[config.mk]
export PLATFORM = sky130hd
export DESIGN_NAME = audio_saliency_event_detector_unit
export DESIGN_NICKNAME = d
export VERILOG_FILES = /design/src/sv/aset_pkg.sv /design/src/sv/aset_div.sv /design/src/sv/aset_seq.sv /design/src/sv/audio_saliency_event_detector_unit.sv
export SDC_FILE = /design/constraint.sdc
export NUM_CORES = 2
export LEC_CHECK = 0
export BUFFER_PORTS_ARGS = -buffer_cell sky130_fd_sc_hd__buf_2
export CAP_MARGIN = 20
export CORE_ASPECT_RATIO = 1.75
export CORE_UTILIZATION = 50
export DETAILED_ROUTE_END_ITERATION = 10
export HOLD_SLACK_MARGIN = 0.1
export PLACE_DENSITY = 0.67
export SKIP_LAST_GASP = 1
export SLEW_MARGIN = 25
export SYNTH_ARGS = -nofsm -noshare
export SYNTH_HDL_FRONTEND = slang
export SYNTH_SLANG_ARGS = --single-unit
export TNS_END_PERCENT = 50
[constraint.sdc]
create_clock -name aclk -period 16.55 [get_ports aclk]
set_input_delay 3.31 -clock aclk [delete_from_list [all_inputs] [get_ports aclk]]
set_output_delay 3.31 -clock aclk [all_outputs]
set_load 0.02 [all_outputs]
[src/sv/aset_pkg.sv]
// Shared constants, codes, types and helpers of the audio saliency event detector.
package aset_pkg;

    // Port widths
    localparam int unsigned S_DATA_W = 80;
    localparam int unsigned M_DATA_W = 120;

    // Bit places of the detection flags in m_tdata
    localparam int unsigned OUT_SPEECH_BIT = 82;
    localparam int unsigned OUT_LOUD_BIT   = 83;

    // Noise floor: minimum in Q0.24, start value in Q0.16
    localparam logic [23:0] FLOOR_MIN      = 24'd83886;
    localparam logic [15:0] FLOOR_INIT_Q16 = 16'd328;

    // Detection thresholds
    localparam logic [15:0] ZCR_LOW    = 16'd2294;
    localparam logic [15:0] ZCR_HIGH   = 16'd20971;
    localparam logic [23:0] SPEECH_MIN = 24'd754974;
    localparam logic [23:0] LOUD_MIN   = 24'd11744051;

    // Habituation windows (ms) and angles (Q7.8 degrees)
    localparam logic [31:0] HAB_STRONG_MS  = 32'd1800;
    localparam logic [31:0] HAB_WEAK_MS    = 32'd2800;
    localparam logic [16:0] HAB_STRONG_DEG = 17'd4608;
    localparam logic [16:0] HAB_WEAK_DEG   = 17'd7680;

    // Azimuth: full scale 75 degrees in Q7.8, muted at or below this energy sum
    localparam logic [14:0] AZ_FULL    = 15'd19200;
    localparam logic [16:0] AZ_MIN_SUM = 17'd65;

    // direction_x = az * 64 / 45, rounded
    localparam logic [31:0] DX_RND = 32'd22;
    localparam logic [16:0] DX_DEN = 17'd45;
    localparam logic [14:0] DX_MAX = 15'd32767;

    // strength = sum * 27 / 40, truncated
    localparam logic [31:0] ST_MUL  = 32'd27;
    localparam logic [16:0] ST_DEN  = 17'd40;
    localparam logic [15:0] ST_FULL = 16'hFFFF;

    // Floor adaptation divisors (rise / fall)
    localparam logic [16:0] FL_DEN_UP = 17'd200;
    localparam logic [16:0] FL_DEN_DN = 17'd50;

    // Event codes
    typedef logic [2:0] evt_code_t;
    localparam evt_code_t EVT_NONE  = 3'd0;
    localparam evt_code_t EVT_LOUD  = 3'd1;
    localparam evt_code_t EVT_START = 3'd2;
    localparam evt_code_t EVT_DIR   = 3'd3;
    localparam evt_code_t EVT_END   = 3'd4;

    // Habituation codes
    localparam logic [1:0] HAB_NONE   = 2'd0;
    localparam logic [1:0] HAB_WEAK   = 2'd1;
    localparam logic [1:0] HAB_STRONG = 2'd2;

    // Configuration register indexes
    typedef logic [1:0] cfg_idx_t;
    localparam cfg_idx_t REG_FLOOR  = 2'd0;
    localparam cfg_idx_t REG_MAX_EV = 2'd1;

    // Divider request: remainder seed, left-aligned numerator rest, divisor, cycles
    typedef struct packed {
        logic        start;
        logic [16:0] rem;
        logic [31:0] nq;
        logic [16:0] den;
        logic [3:0]  ncyc;
    } div_req_t;

    typedef struct packed {
        logic        done;
        logic [31:0] quot;
    } div_rsp_t;

    // Everything the output side needs for one window
    typedef struct packed {
        evt_code_t [2:0] types;
        logic [1:0]      count;
        logic [15:0]     strength;
        logic [15:0]     dir_x;
        logic [15:0]     level;
        logic [15:0]     floor_q16;
        logic [15:0]     azimuth;
        logic [1:0]      hab;
        logic            speech;
        logic            loud;
        logic [31:0]     stamp;
    } win_rec_t;

    // Q0.16 start value to Q0.24 floor, held at the minimum
    function automatic logic [23:0] load_floor(input logic [15:0] q16);
        logic [23:0] f;
        f = {q16, 8'd0};
        return (f < FLOOR_MIN) ? FLOOR_MIN : f;
    endfunction

endpackage

[src/sv/aset_div.sv]
// Shared restoring divider, two quotient bits per cycle.
module aset_div import aset_pkg::*; (
    input  logic     aclk,
    input  logic     aresetn,
    input  div_req_t req,
    output div_rsp_t rsp
);

    logic [16:0] rem_reg, rem_next;
    logic [31:0] nq_reg, nq_next;
    logic [16:0] den_reg;
    logic [3:0]  cnt_reg;
    logic        busy_reg;
    logic        done_reg;

    logic [17:0] t1, t2;
    logic        ge1, ge2;
    logic [16:0] r1;

    always_comb begin
        t1       = {rem_reg, nq_reg[31]};
        ge1      = t1 >= {1'b0, den_reg};
        r1       = ge1 ? 17'(t1 - {1'b0, den_reg}) : t1[16:0];
        t2       = {r1, nq_reg[30]};
        ge2      = t2 >= {1'b0, den_reg};
        rem_next = ge2 ? 17'(t2 - {1'b0, den_reg}) : t2[16:0];
        nq_next  = {nq_reg[29:0], ge1, ge2};
    end

    always_ff @(posedge aclk) begin
        if (!aresetn) begin
            busy_reg <= 1'b0;
            done_reg <= 1'b0;
            cnt_reg  <= '0;
        end else begin
            done_reg <= 1'b0;
            if (req.start) begin
                rem_reg  <= req.rem;
                nq_reg   <= req.nq;
                den_reg  <= req.den;
                cnt_reg  <= req.ncyc;
                busy_reg <= 1'b1;
            end else if (busy_reg) begin
                rem_reg <= rem_next;
                nq_reg  <= nq_next;
                cnt_reg <= cnt_reg - 4'd1;
                if (cnt_reg == 4'd1) begin
                    busy_reg <= 1'b0;
                    done_reg <= 1'b1;
                end
            end
        end
    end

    // quotient sits in the low bits once all shifts are done
    assign rsp.done = done_reg;
    assign rsp.quot = nq_reg;

endmodule

[src/sv/aset_seq.sv]
// Per-window sequencer: detection, divider schedule, habituation, detector state.
module aset_seq import aset_pkg::*; (
    input  logic        aclk,
    input  logic        aresetn,
    input  logic        in_valid,
    output logic        in_ready,
    input  logic [15:0] in_left,
    input  logic [15:0] in_right,
    input  logic [15:0] in_zcr,
    input  logic [31:0] in_stamp,
    input  logic        clr,
    input  logic [15:0] clr_value,
    input  logic [1:0]  cap,
    output logic        rec_valid,
    input  logic        rec_ready,
    output win_rec_t    rec
);

    typedef enum logic [2:0] {
        S_IDLE, S_PREP, S_AZ, S_DX, S_ST, S_FL, S_FIN, S_OUT
    } state_t;

    state_t state_reg;
    logic   go_reg;

    // detector state
    logic [23:0] floor_reg;
    logic [15:0] prev_az_reg;
    logic [31:0] prev_time_reg;
    logic        was_reg;

    // window work registers
    logic [16:0] sum_reg;
    logic [15:0] absd_reg;
    logic        neg_reg;
    logic [15:0] zcr_reg;
    logic [31:0] ts_reg;
    logic [30:0] mag_reg;
    logic        speech_reg, loud_reg, hi5_reg;
    logic [14:0] azmag_reg, dmag_reg;
    logic [15:0] st_reg;
    win_rec_t    rec_reg;

    div_req_t req;
    div_rsp_t rsp;

    aset_div u_div (
        .aclk    (aclk),
        .aresetn (aresetn),
        .req     (req),
        .rsp     (rsp)
    );

    // level compares, Q0.24
    logic [23:0] lvl;
    logic [26:0] lvl5, fl5, fl8;
    logic [27:0] fl13;
    logic        band, speech_c, loud_c, hi5_c;
    logic [30:0] mag_c;

    always_comb begin
        lvl      = {sum_reg, 7'd0};
        lvl5     = 27'(lvl) + 27'({lvl, 2'b00});
        fl5      = 27'(floor_reg) + 27'({floor_reg, 2'b00});
        fl8      = {floor_reg, 3'b000};
        fl13     = 28'(floor_reg) + 28'({floor_reg, 2'b00}) + 28'({floor_reg, 3'b000});
        band     = (zcr_reg >= ZCR_LOW) && (zcr_reg <= ZCR_HIGH);
        speech_c = band && (28'(lvl5) > fl13) && (lvl > SPEECH_MIN);
        loud_c   = (lvl > LOUD_MIN) && (27'(lvl) > fl8);
        hi5_c    = 27'(lvl) > fl5;
        mag_c    = 31'(absd_reg) * 31'(AZ_FULL);
    end

    // divider operands per step; num < den * 2^(2*ncyc) holds for each
    logic [31:0] num;
    logic        fl_up;

    always_comb begin
        fl_up     = lvl > floor_reg;
        num       = '0;
        req       = '0;
        req.start = go_reg;
        case (state_reg)
            S_AZ: begin
                num      = {1'b0, mag_reg} + 32'(sum_reg[16:1]);
                req.rem  = 17'(num >> 16);
                req.nq   = num << 16;
                req.den  = sum_reg;
                req.ncyc = 4'd8;
            end
            S_DX: begin
                num      = 32'({azmag_reg, 6'd0}) + DX_RND;
                req.rem  = 17'(num >> 16);
                req.nq   = num << 16;
                req.den  = DX_DEN;
                req.ncyc = 4'd8;
            end
            S_ST: begin
                num      = 32'(sum_reg) * ST_MUL;
                req.rem  = 17'(num >> 18);
                req.nq   = num << 14;
                req.den  = ST_DEN;
                req.ncyc = 4'd9;
            end
            S_FL: begin
                if (fl_up) begin
                    num     = 32'(lvl - floor_reg) + 32'(FL_DEN_UP >> 1);
                    req.den = FL_DEN_UP;
                end else begin
                    num     = 32'(floor_reg - lvl) + 32'(FL_DEN_DN >> 1);
                    req.den = FL_DEN_DN;
                end
                req.rem  = 17'(num >> 20);
                req.nq   = num << 12;
                req.ncyc = 4'd10;
            end
            default: ;
        endcase
    end

    // quotient post-processing
    logic [14:0] az_q_c, dx_q_c;
    logic [15:0] st_q_c;
    logic [23:0] fl_raw, fl_adj;

    always_comb begin
        if (sum_reg > AZ_MIN_SUM) begin
            az_q_c = (rsp.quot > 32'(AZ_FULL)) ? AZ_FULL : rsp.quot[14:0];
        end else begin
            az_q_c = '0;
        end
        dx_q_c = (rsp.quot > 32'(DX_MAX)) ? DX_MAX : rsp.quot[14:0];
        st_q_c = (rsp.quot > 32'(ST_FULL)) ? ST_FULL : rsp.quot[15:0];
        if (fl_up) begin
            fl_raw = 24'(32'(floor_reg) + rsp.quot);
        end else if (rsp.quot > 32'(floor_reg)) begin
            fl_raw = '0;
        end else begin
            fl_raw = 24'(32'(floor_reg) - rsp.quot);
        end
        fl_adj = (fl_raw < FLOOR_MIN) ? FLOOR_MIN : fl_raw;
    end

    // habituation and event list
    logic [15:0] az_c, dx_c;
    logic [16:0] dd, absdd;
    logic [31:0] since;
    logic        salient, seen, strong_c, weak_c, res_sal, started, ended;
    evt_code_t [2:0] ty;
    logic [1:0]  cnt, n;
    win_rec_t    rec_c;

    always_comb begin
        az_c    = neg_reg ? 16'(16'd0 - 16'(azmag_reg)) : 16'(azmag_reg);
        dx_c    = neg_reg ? 16'(16'd0 - 16'(dmag_reg)) : 16'(dmag_reg);
        dd      = 17'($signed({az_c[15], az_c}) - $signed({prev_az_reg[15], prev_az_reg}));
        absdd   = dd[16] ? 17'(17'd0 - dd) : dd;
        since   = ts_reg - prev_time_reg;
        salient = speech_reg || loud_reg;
        seen    = prev_time_reg != 32'd0;
        strong_c = salient && seen && (since < HAB_STRONG_MS) && (absdd < HAB_STRONG_DEG);
        weak_c   = salient && !strong_c && seen && (since < HAB_WEAK_MS)
                   && (absdd < HAB_WEAK_DEG);
        res_sal = strong_c ? (loud_reg || hi5_reg) : salient;
        started = speech_reg && !was_reg;
        ended   = !speech_reg && was_reg;

        ty  = {3{EVT_NONE}};
        cnt = 2'd0;
        if (loud_reg) begin
            ty[0] = EVT_LOUD;
            cnt   = 2'd1;
        end else begin
            if (started) begin
                ty[cnt] = EVT_START;
                cnt     = cnt + 2'd1;
            end
            if (res_sal && speech_reg) begin
                ty[cnt] = EVT_DIR;
                cnt     = cnt + 2'd1;
            end
            if (ended) begin
                ty[cnt] = EVT_END;
                cnt     = cnt + 2'd1;
            end
        end
        n = (cnt > cap) ? cap : cnt;
        if (n == 2'd0) begin
            n = 2'd1;   // lone telemetry item, ty[0] is already none
        end

        rec_c.types     = ty;
        rec_c.count     = n;
        rec_c.strength  = st_reg;
        rec_c.dir_x     = dx_c;
        rec_c.level     = sum_reg[16:1];
        rec_c.floor_q16 = floor_reg[23:8];
        rec_c.azimuth   = az_c;
        rec_c.hab       = strong_c ? HAB_STRONG : (weak_c ? HAB_WEAK : HAB_NONE);
        rec_c.speech    = speech_reg;
        rec_c.loud      = loud_reg;
        rec_c.stamp     = ts_reg;
    end

    always_ff @(posedge aclk) begin
        if (!aresetn) begin
            state_reg     <= S_IDLE;
            go_reg        <= 1'b0;
            floor_reg     <= load_floor(FLOOR_INIT_Q16);
            prev_az_reg   <= '0;
            prev_time_reg <= '0;
            was_reg       <= 1'b0;
        end else begin
            go_reg <= 1'b0;
            unique case (state_reg)
                S_IDLE: begin
                    if (clr) begin
                        floor_reg     <= load_floor(clr_value);
                        prev_az_reg   <= '0;
                        prev_time_reg <= '0;
                        was_reg       <= 1'b0;
                    end
                    if (in_valid) begin
                        sum_reg   <= 17'(in_left) + 17'(in_right);
                        absd_reg  <= (in_right >= in_left) ? 16'(in_right - in_left)
                                                           : 16'(in_left - in_right);
                        neg_reg   <= in_right < in_left;
                        zcr_reg   <= in_zcr;
                        ts_reg    <= in_stamp;
                        state_reg <= S_PREP;
                    end
                end
                S_PREP: begin
                    mag_reg    <= mag_c;
                    speech_reg <= speech_c;
                    loud_reg   <= loud_c;
                    hi5_reg    <= hi5_c;
                    go_reg     <= 1'b1;
                    state_reg  <= S_AZ;
                end
                S_AZ: begin
                    if (rsp.done) begin
                        azmag_reg <= az_q_c;
                        go_reg    <= 1'b1;
                        state_reg <= S_DX;
                    end
                end
                S_DX: begin
                    if (rsp.done) begin
                        dmag_reg  <= dx_q_c;
                        go_reg    <= 1'b1;
                        state_reg <= S_ST;
                    end
                end
                S_ST: begin
                    if (rsp.done) begin
                        st_reg <= st_q_c;
                        // floor only adapts on quiet windows
                        if (salient) begin
                            state_reg <= S_FIN;
                        end else begin
                            go_reg    <= 1'b1;
                            state_reg <= S_FL;
                        end
                    end
                end
                S_FL: begin
                    if (rsp.done) begin
                        floor_reg <= fl_adj;
                        state_reg <= S_FIN;
                    end
                end
                S_FIN: begin
                    rec_reg <= rec_c;
                    if (res_sal) begin
                        prev_time_reg <= ts_reg;
                        prev_az_reg   <= az_c;
                    end
                    was_reg   <= speech_reg;
                    state_reg <= S_OUT;
                end
                S_OUT: begin
                    if (rec_ready) begin
                        state_reg <= S_IDLE;
                    end
                end
                default: state_reg <= S_IDLE;
            endcase
        end
    end

    assign in_ready  = state_reg == S_IDLE;
    assign rec_valid = state_reg == S_OUT;
    assign rec       = rec_reg;

endmodule

[src/sv/audio_saliency_event_detector_unit.sv]
// Top level of the audio saliency event detector: ports, config registers, result stream.
//
//  channel | dir | handshake          | payload
//  --------+-----+--------------------+-----------------------------------------------
//  s_      | in  | s_tvalid/s_tready  | s_tdata: left, right, crossing rate, stamp
//  m_      | out | m_tvalid/m_tready  | m_tdata telemetry, m_tuser type, m_tlast
//  cfg_    | in  | cfg_valid/cfg_ready| cfg_index, cfg_data (always ready)
//
// The time from accepting a window to its first result is set by the shared divider:
// azimuth, direction, strength and floor step run through it one after another at
// two quotient bits a cycle; a salient window keeps its floor and skips the floor step.
// Each window yields one to three result items on m_, one per cycle while not stalled.
// The next item is taken while results of the previous one still drain; a stalled
// m_ side holds the finished window in the sequencer until the result register frees.
// Synchronous active-low reset; no clearing pass is needed.
module audio_saliency_event_detector_unit import aset_pkg::*; (
    input  logic                aclk,
    input  logic                aresetn,

    input  logic                s_tvalid,
    output logic                s_tready,
    // [15:0] left_energy, [31:16] right_energy, [47:32] crossing_rate,
    // [79:48] timestamp_ms
    input  logic [S_DATA_W-1:0] s_tdata,

    output logic                m_tvalid,
    input  logic                m_tready,
    // [15:0] strength, [31:16] direction_x, [47:32] level, [63:48] noise_floor_out,
    // [79:64] azimuth, [81:80] habituation, [82] speech_active, [83] loud_noise,
    // [115:84] event_time, [119:116] zero
    output logic [M_DATA_W-1:0] m_tdata,
    // [2:0] event_type
    output logic [2:0]          m_tuser,
    output logic                m_tlast,

    input  logic                cfg_valid,
    output logic                cfg_ready,
    input  cfg_idx_t            cfg_index,
    input  logic [15:0]         cfg_data
);

    logic [1:0] max_ev_reg;
    logic [1:0] cap;
    logic       clr;

    logic       rec_valid, rec_ready;
    win_rec_t   rec;

    // result register and read-out position
    win_rec_t   out_reg;
    logic       pend_reg;
    logic [1:0] idx_reg;
    logic       at_last;
    evt_code_t  cur_type;
    logic [15:0] cur_strength;

    assign cfg_ready = 1'b1;
    // writing the start floor doubles as a detector restart (acted on only while idle)
    assign clr = cfg_valid && cfg_ready && (cfg_index == REG_FLOOR);
    assign cap = (max_ev_reg == 2'd0) ? 2'd1 : max_ev_reg;

    aset_seq u_seq (
        .aclk      (aclk),
        .aresetn   (aresetn),
        .in_valid  (s_tvalid),
        .in_ready  (s_tready),
        .in_left   (s_tdata[15:0]),
        .in_right  (s_tdata[31:16]),
        .in_zcr    (s_tdata[47:32]),
        .in_stamp  (s_tdata[79:48]),
        .clr       (clr),
        .clr_value (cfg_data),
        .cap       (cap),
        .rec_valid (rec_valid),
        .rec_ready (rec_ready),
        .rec       (rec)
    );

    assign rec_ready = !pend_reg;
    assign at_last   = 2'(idx_reg + 2'd1) == out_reg.count;
    assign cur_type  = out_reg.types[idx_reg];

    always_comb begin
        case (cur_type)
            EVT_END:  cur_strength = ST_FULL;
            EVT_NONE: cur_strength = '0;
            default:  cur_strength = out_reg.strength;
        endcase
    end

    always_ff @(posedge aclk) begin
        if (!aresetn) begin
            max_ev_reg <= 2'd3;
            pend_reg   <= 1'b0;
            idx_reg    <= '0;
        end else begin
            if (cfg_valid && cfg_ready) begin
                unique case (cfg_index)
                    REG_MAX_EV: max_ev_reg <= cfg_data[1:0];
                    default: ;
                endcase
            end
            if (rec_valid && rec_ready) begin
                out_reg  <= rec;
                pend_reg <= 1'b1;
                idx_reg  <= '0;
            end else if (pend_reg && m_tready) begin
                if (at_last) begin
                    pend_reg <= 1'b0;
                end else begin
                    idx_reg <= idx_reg + 2'd1;
                end
            end
        end
    end

    assign m_tvalid = pend_reg;
    assign m_tuser  = cur_type;
    assign m_tlast  = at_last;
    assign m_tdata  = {4'd0, out_reg.stamp, out_reg.loud, out_reg.speech, out_reg.hab,
                       out_reg.azimuth, out_reg.floor_q16, out_reg.level, out_reg.dir_x,
                       cur_strength};

endmodule

Word-level counts from Yosys, hierarchy flattened
Index checks and enable logic that the tools add are counted.

word-level totals
  bits in registers = 562
  input port bits = 103
  logic and storage cells = 269

cells by class
  $add $sub $neg = 26
  multipliers = 2
  order comparisons = 29
  equality and inequality tests = 19
  multiplexer cells = 72
  bitwise operators = 10
  reduce and logical (&&, ||, !) cells = 56

operators by type and width
  cell                     number
  $pmux W69 S4             1
  $mux W32                 5
  $mux W24                 6
  $mux W17                 5
  $add A24 B26 Y27         3
  $gt A32 B15 Y1 const B   2
  $mux W16                 4
  $pmux W16 S2             2
  $pmux W32 S2             1
  $gt A24 B27 Y1           2
  $sub A24 B24 Y25         2
  $lt A24 B17 Y1 const B   2
  $pmux W24 S2             1
  $ge A18 B17 Y1           2
  $lt A17 B13 Y1 const B   2
  $sub A17 B17 Y17         2
  $add A31 B16 Y32         1
  $add A32 B5 Y32 const B  1
  $add A32 B7 Y32 const B  1
  $gt A32 B16 Y1 const B   1
  $gt A32 B24 Y1           1
  $lt A32 B11 Y1 const B   1
  $lt A32 B12 Y1 const B   1
  $reduce_bool A32 Y1      1
  64 further kinds         164

Longest topological paths before layout
  depth after elaboration = 18
  mapped depth = 30
  mapped depth without buffers = 30

By module
A second synthesis with hierarchy kept.

second synthesis, totals
  cells, all modules = 4611
  area, all modules = 44391.3 µm²

modules (own cells, without submodules)
  module                              instances  cells each  area each (µm²)
  aset_seq                            1          3834        34276.6
  audio_saliency_event_detector_unit  1          314         5197.5
  aset_div                            1          463         4917.2

Worst setup path before layout
No wires, ideal clock.

  kind = input to register
  from = input port aresetn
  to = register out_reg, in the netlist m_tdata[100] (enable)
  setup time = 759 ps
  arrival time = 12381 ps
  required time = 15791 ps
  setup slack = 3410 ps
  stages on the path = 4
  path buffers = 2
  path through = clkbuf_1 clkinv_1 clkbuf_1 nor3_1

on the way
  longest elaborated chain between the ends = 1

RTL lines
  what                         line                                       RTL
  start: declaration           audio_saliency_event_detector_unit.sv:18   input logic aresetn,
  $reduce_and A2 Y1 (no line)  n/a
  end signal: assignment       audio_saliency_event_detector_unit.sv:104  out_reg <= rec;
  end: declaration             audio_saliency_event_detector_unit.sv:50   win_rec_t out_reg;

No other way between the ends.
A chain may end at the register's enable or synchronous reset.

Worst setup path in the final report
  from = register u_seq.u_div.nq_reg[31]
  to = register u_seq.u_div.rem_reg[1], data pin

on the way
  longest elaborated chain between the ends = 6
  elaborated cells between the ends (all ways) = 8
  classes of those cells = add/sub (2); order compare (2); mux (4)

RTL lines
  what                                                       line                            RTL
  start: declaration                                         aset_div.sv:10                  logic [31:0] nq_reg, nq_next;
  start signal: assignment                                   aset_div.sv:39                  nq_reg <= req.nq;
  start signal: assignment                                   aset_div.sv:45                  nq_reg <= nq_next;
  $sub A17 B17 Y17 / $ge A18 B17 Y1 (equally long branches)  aset_div.sv:23, aset_div.sv:22
  $mux W17 *                                                 aset_div.sv:23                  r1 = ge1 ? 17'(t1 - {1'b0, den_reg}) : t1[16:0];
  $sub A17 B17 Y17 / $ge A18 B17 Y1 (equally long branches)  aset_div.sv:26, aset_div.sv:25
  $mux W17 *                                                 aset_div.sv:26                  rem_next = ge2 ? 17'(t2 - {1'b0, den_reg}) : t2[16:0];
  $mux W17 *                                                 aset_div.sv:43                  end else if (busy_reg) begin
  $mux W17 *                                                 aset_div.sv:37                  if (req.start) begin
  end signal: assignment                                     aset_div.sv:38                  rem_reg <= req.rem;
  end signal: assignment                                     aset_div.sv:44                  rem_reg <= rem_next;
  end: declaration                                           aset_div.sv:9                   logic [16:0] rem_reg, rem_next;

Mark *: on every way between the ends. The rest lies on a longest branch, timed or not. The select of a mux whose other input is x is not followed.

==> results.md <==
- Layout cells sized above 1: 9.63%
- Maximum net fanout on the critical path: 32
- Max clock buf depth: 3
- Fmax: 133 MHz
- Skew-Pair Late Insertion Delay: 0.67 ns
- Detailed-routing iteration count for the pre-antenna-repair pass: 6
- Path category of the worst min-delay check: reg2reg
- Final #Nets: 5187
- Flops & latches, synth: 554
- Area of combinational cells with multiple inputs: 24000 um^2
- Sort of element at the end of the critical path: register
- Placed wire-length estimate: 101000 um
- Type of the setup path with the least slack: reg2reg
- Depth of the CTS H-tree: 2
- Unrepaired setup endpoints after global routing: no
- Vias after detailed routing: 33900
- Peak supply drop: 0.0830 mV
- CTS tree: yes
- Largest register FFs: 124
- Count of final max-slew check failures: 0
- Met1 track utilization from global routing: 29.2%
- Count of flip-flops with a built-in enable after synthesis: 466
- Power density normalized to cell area: 98.5 nW/um^2
- CP max stage cell: o211a_2
- Met3 Use GR: 3.75%
- Clock tree skew after final layout: 0.0409 ns
- Switching power: 1610 uW
- Post-Synthesis Mean Instance Area: 9.62 um^2
- Most used routing layer: met2
- Floorplan die width: 223 um
- Max-Cap Viols: 0
- Post CTS Setup Buffer Count: 0
- Antenna violations before repair: 4
- Min Hold Slack: 0.411 ns
- GRT met2 Usage: 54.8%
- Share of the yosys chip area belonging to registers: 36.9%
- Area taken by flip-flops and latches: 15800 um^2
- First-pass GRT wire length: 193000 um
- Total routed wirelength: 130000 um
- CTS Root Buffer Type: clkbuf_16
- Die area: 86500 um^2
- Initial Utilization: 50.5%
- Number of global-route vias before repair: 33500
- I/O Buffers: 223
- Area of the mapped netlist: 42700 um^2
- Relative slew margins: 24.4%
- Synth-to-Final Area Change: 7.66%
- Final total negative setup slack: 0 ns
- Proportion of total power due to net switching: 35.6%
- Portion of total power attributed to sequential cells: 36.6%
- Category of cells accounting for the largest share of critical-path delay: compound AO/OA/AOI/OAI gates
- Number of different library cells in the post-synthesis netlist: 99
- Commonest non-fill, non-tap cell in the layout: ha_1
- Initial DRC count: 2167
- Count of standard-cell rows: 141
- Top flip-flop cell by instance count after synthesis: edfxtp_1
- Clock buffers created by TritonCTS: 54
- Pin count of the biggest net entering global routing: 76
- Number of hold buffers added after cts: 0
- GRT overflow: 0
- RePlAce Congestion: 1.02
- Power share of the clock group: 26.6%
- Status: finished clean
- CTS sink count: 554
- Residual DRC: 0
- Filler cell count in the final layout: 7546
- Static power due to leakage: 0.0189 uW
- Combinational share of power: 36.8%
- Floorplan die height: 388 um
- Buffers & Inverters on Critical Path: 3
- Transition time at the pin with the least slew margin: 1.12 ns
- Most frequent cells in the layout: ha_1, edfxtp_1, inv_1, a21oi_1, nand2_1
- Routed vias/inst: 6.01
- Internal power: 2910 uW
- Overall fraction of global-route tracks in use: 29.4%
- Number of endpoints with negative hold slack in the final report: 0
- Data arrival time at the worst-slack endpoint: 7.91 ns
- Largest stage delay, worst path: 0.69 ns
- Yosys warning count: 0
- Count of antenna-violating nets left after detailed routing: 0
- Startpoint class of the critical path: register
- Wire length per cell after detailed routing: 23.0 um
- Cell mode on critical path: o21ai_0
- Top-level I/O count: 230
- Core region area: 84500 um^2
- Clk pin slew, worst setup/hold paths: 0.06 ns
- Ys async rst share: 0%
- Min Clock Period, post-route: 7.52 ns
- Count of endpoints failing setup in the final report: 0
- Crit path required time: 16.94 ns
- Instance count of the mapped netlist: 4435
- Final period util: 45.4%
- CTS-repair resized insts: 0
## cell usage after synthesis (all sizes together) (32+ instances only)
cell / instances / area [um^2]
buf: 141 / 1010
xor2: 88 / 771
a21o: 107 / 803
xnor2: 195 / 1710
clkbuf: 114 / 428
nor2: 275 / 1040
nor4: 39 / 259
nor2b: 62 / 388
edfxtp: 466 / 14000
dfxtp: 88 / 1760
mux2i: 66 / 661
o21ai: 187 / 943
nand4: 43 / 269
a211oi: 33 / 248
ha: 498 / 6230
nand3: 113 / 566
o21a: 40 / 308
a21oi: 331 / 1660
a31oi: 41 / 257
inv: 425 / 1600
nand2: 328 / 1230
nor3: 93 / 488
nand2b: 58 / 363
fa: 63 / 1260
o21bai: 58 / 435
and3: 32 / 205
## worst paths after layout
| path | slack, ns | start | cells after the start | to |
|---|---|---|---|---|
| hold reg to reg | 0.41 | u_seq.rec[78] | 0 | m_tdata[42] |
| setup / recovery | 9.03 | u_seq.u_div.nq_reg[31] | 29 | u_seq.u_div.rem_reg[1] |
| setup reg to reg | 9.03 | u_seq.u_div.nq_reg[31] | 29 | u_seq.u_div.rem_reg[1] |
| hold / removal | 0.41 | u_seq.rec[78] | 0 | m_tdata[42] |
## routing by layer
layer	wire, um	vias to the layer above
met5	28	-
met4	11300	4
met3	6220	453
met2	67100	1188
met1	44900	16200
li1	-	16100
## metrics by stage
step | util [%] | std cells | power [uW] | area, um^2 | setup WS (ns)
2_1_floorplan | - | 4438 | 2890 | 42700 | 3.41
3_3_place_gp | 52.3 | 5538 | 3300 | 44200 | 9.01
3_5_place_dp | 52.3 | 5538 | 3320 | 44200 | 8.99
4_1_cts | 54.3 | 5640 | 4530 | 45900 | 8.91
5_1_grt | 54.3 | 5641 | 4780 | 45900 | 8.57
6_report | 54.3 | 5642 | 4520 | 45900 | 9.03
## power by group through the flow
stage	registers, uW	clock network [uW]	logic [uW]
6_report	1650	1200	1660
5_1_grt	1660	1280	1850
4_1_cts	1650	1230	1650
3_5_place_dp	1680	0	1640
3_3_place_gp	1680	0	1620
2_1_floorplan	1660	0	1230
## logic make-up after synthesis
| kind of cell | synth area share (%) |
|---|---|
| adders and majority gates | 17.6 |
| and+or+nand+nor | 13.6 |
| DFF | 36.9 |
| AOI/OAI and AO/OA | 17.2 |
| muxes | 1.76 |
| buffers and inverters | 7.15 |
| xor gates and xnor gates | 5.81 |
| other | 0.0176 |
## area by class of cell
class,count,area share (%)
Antenna cell,1,0.00545
Clock buffer,69,3.09
Clock inverter,33,0.599
Inverter,429,3.51
Multi-Input combinational cell,3200,52.2
Sequential cell,554,34.3
Tap cell,1072,2.92
Timing Repair Buffer,284,3.42
## worst register-to-register path, delay by kind of cell (launching register included)
kind	cells	cell delay (ns)
AO/OA/AOI/OAI	19	5.08
adder cells (fa/ha/maj)	3	0.85
buffers and inverters	3	0.53
flip-flops	1	0.44
AND/OR/NAND/NOR	3	0.22
multiplexers	1	0.17
Note: power is estimated with default switching activity, not from simulation.
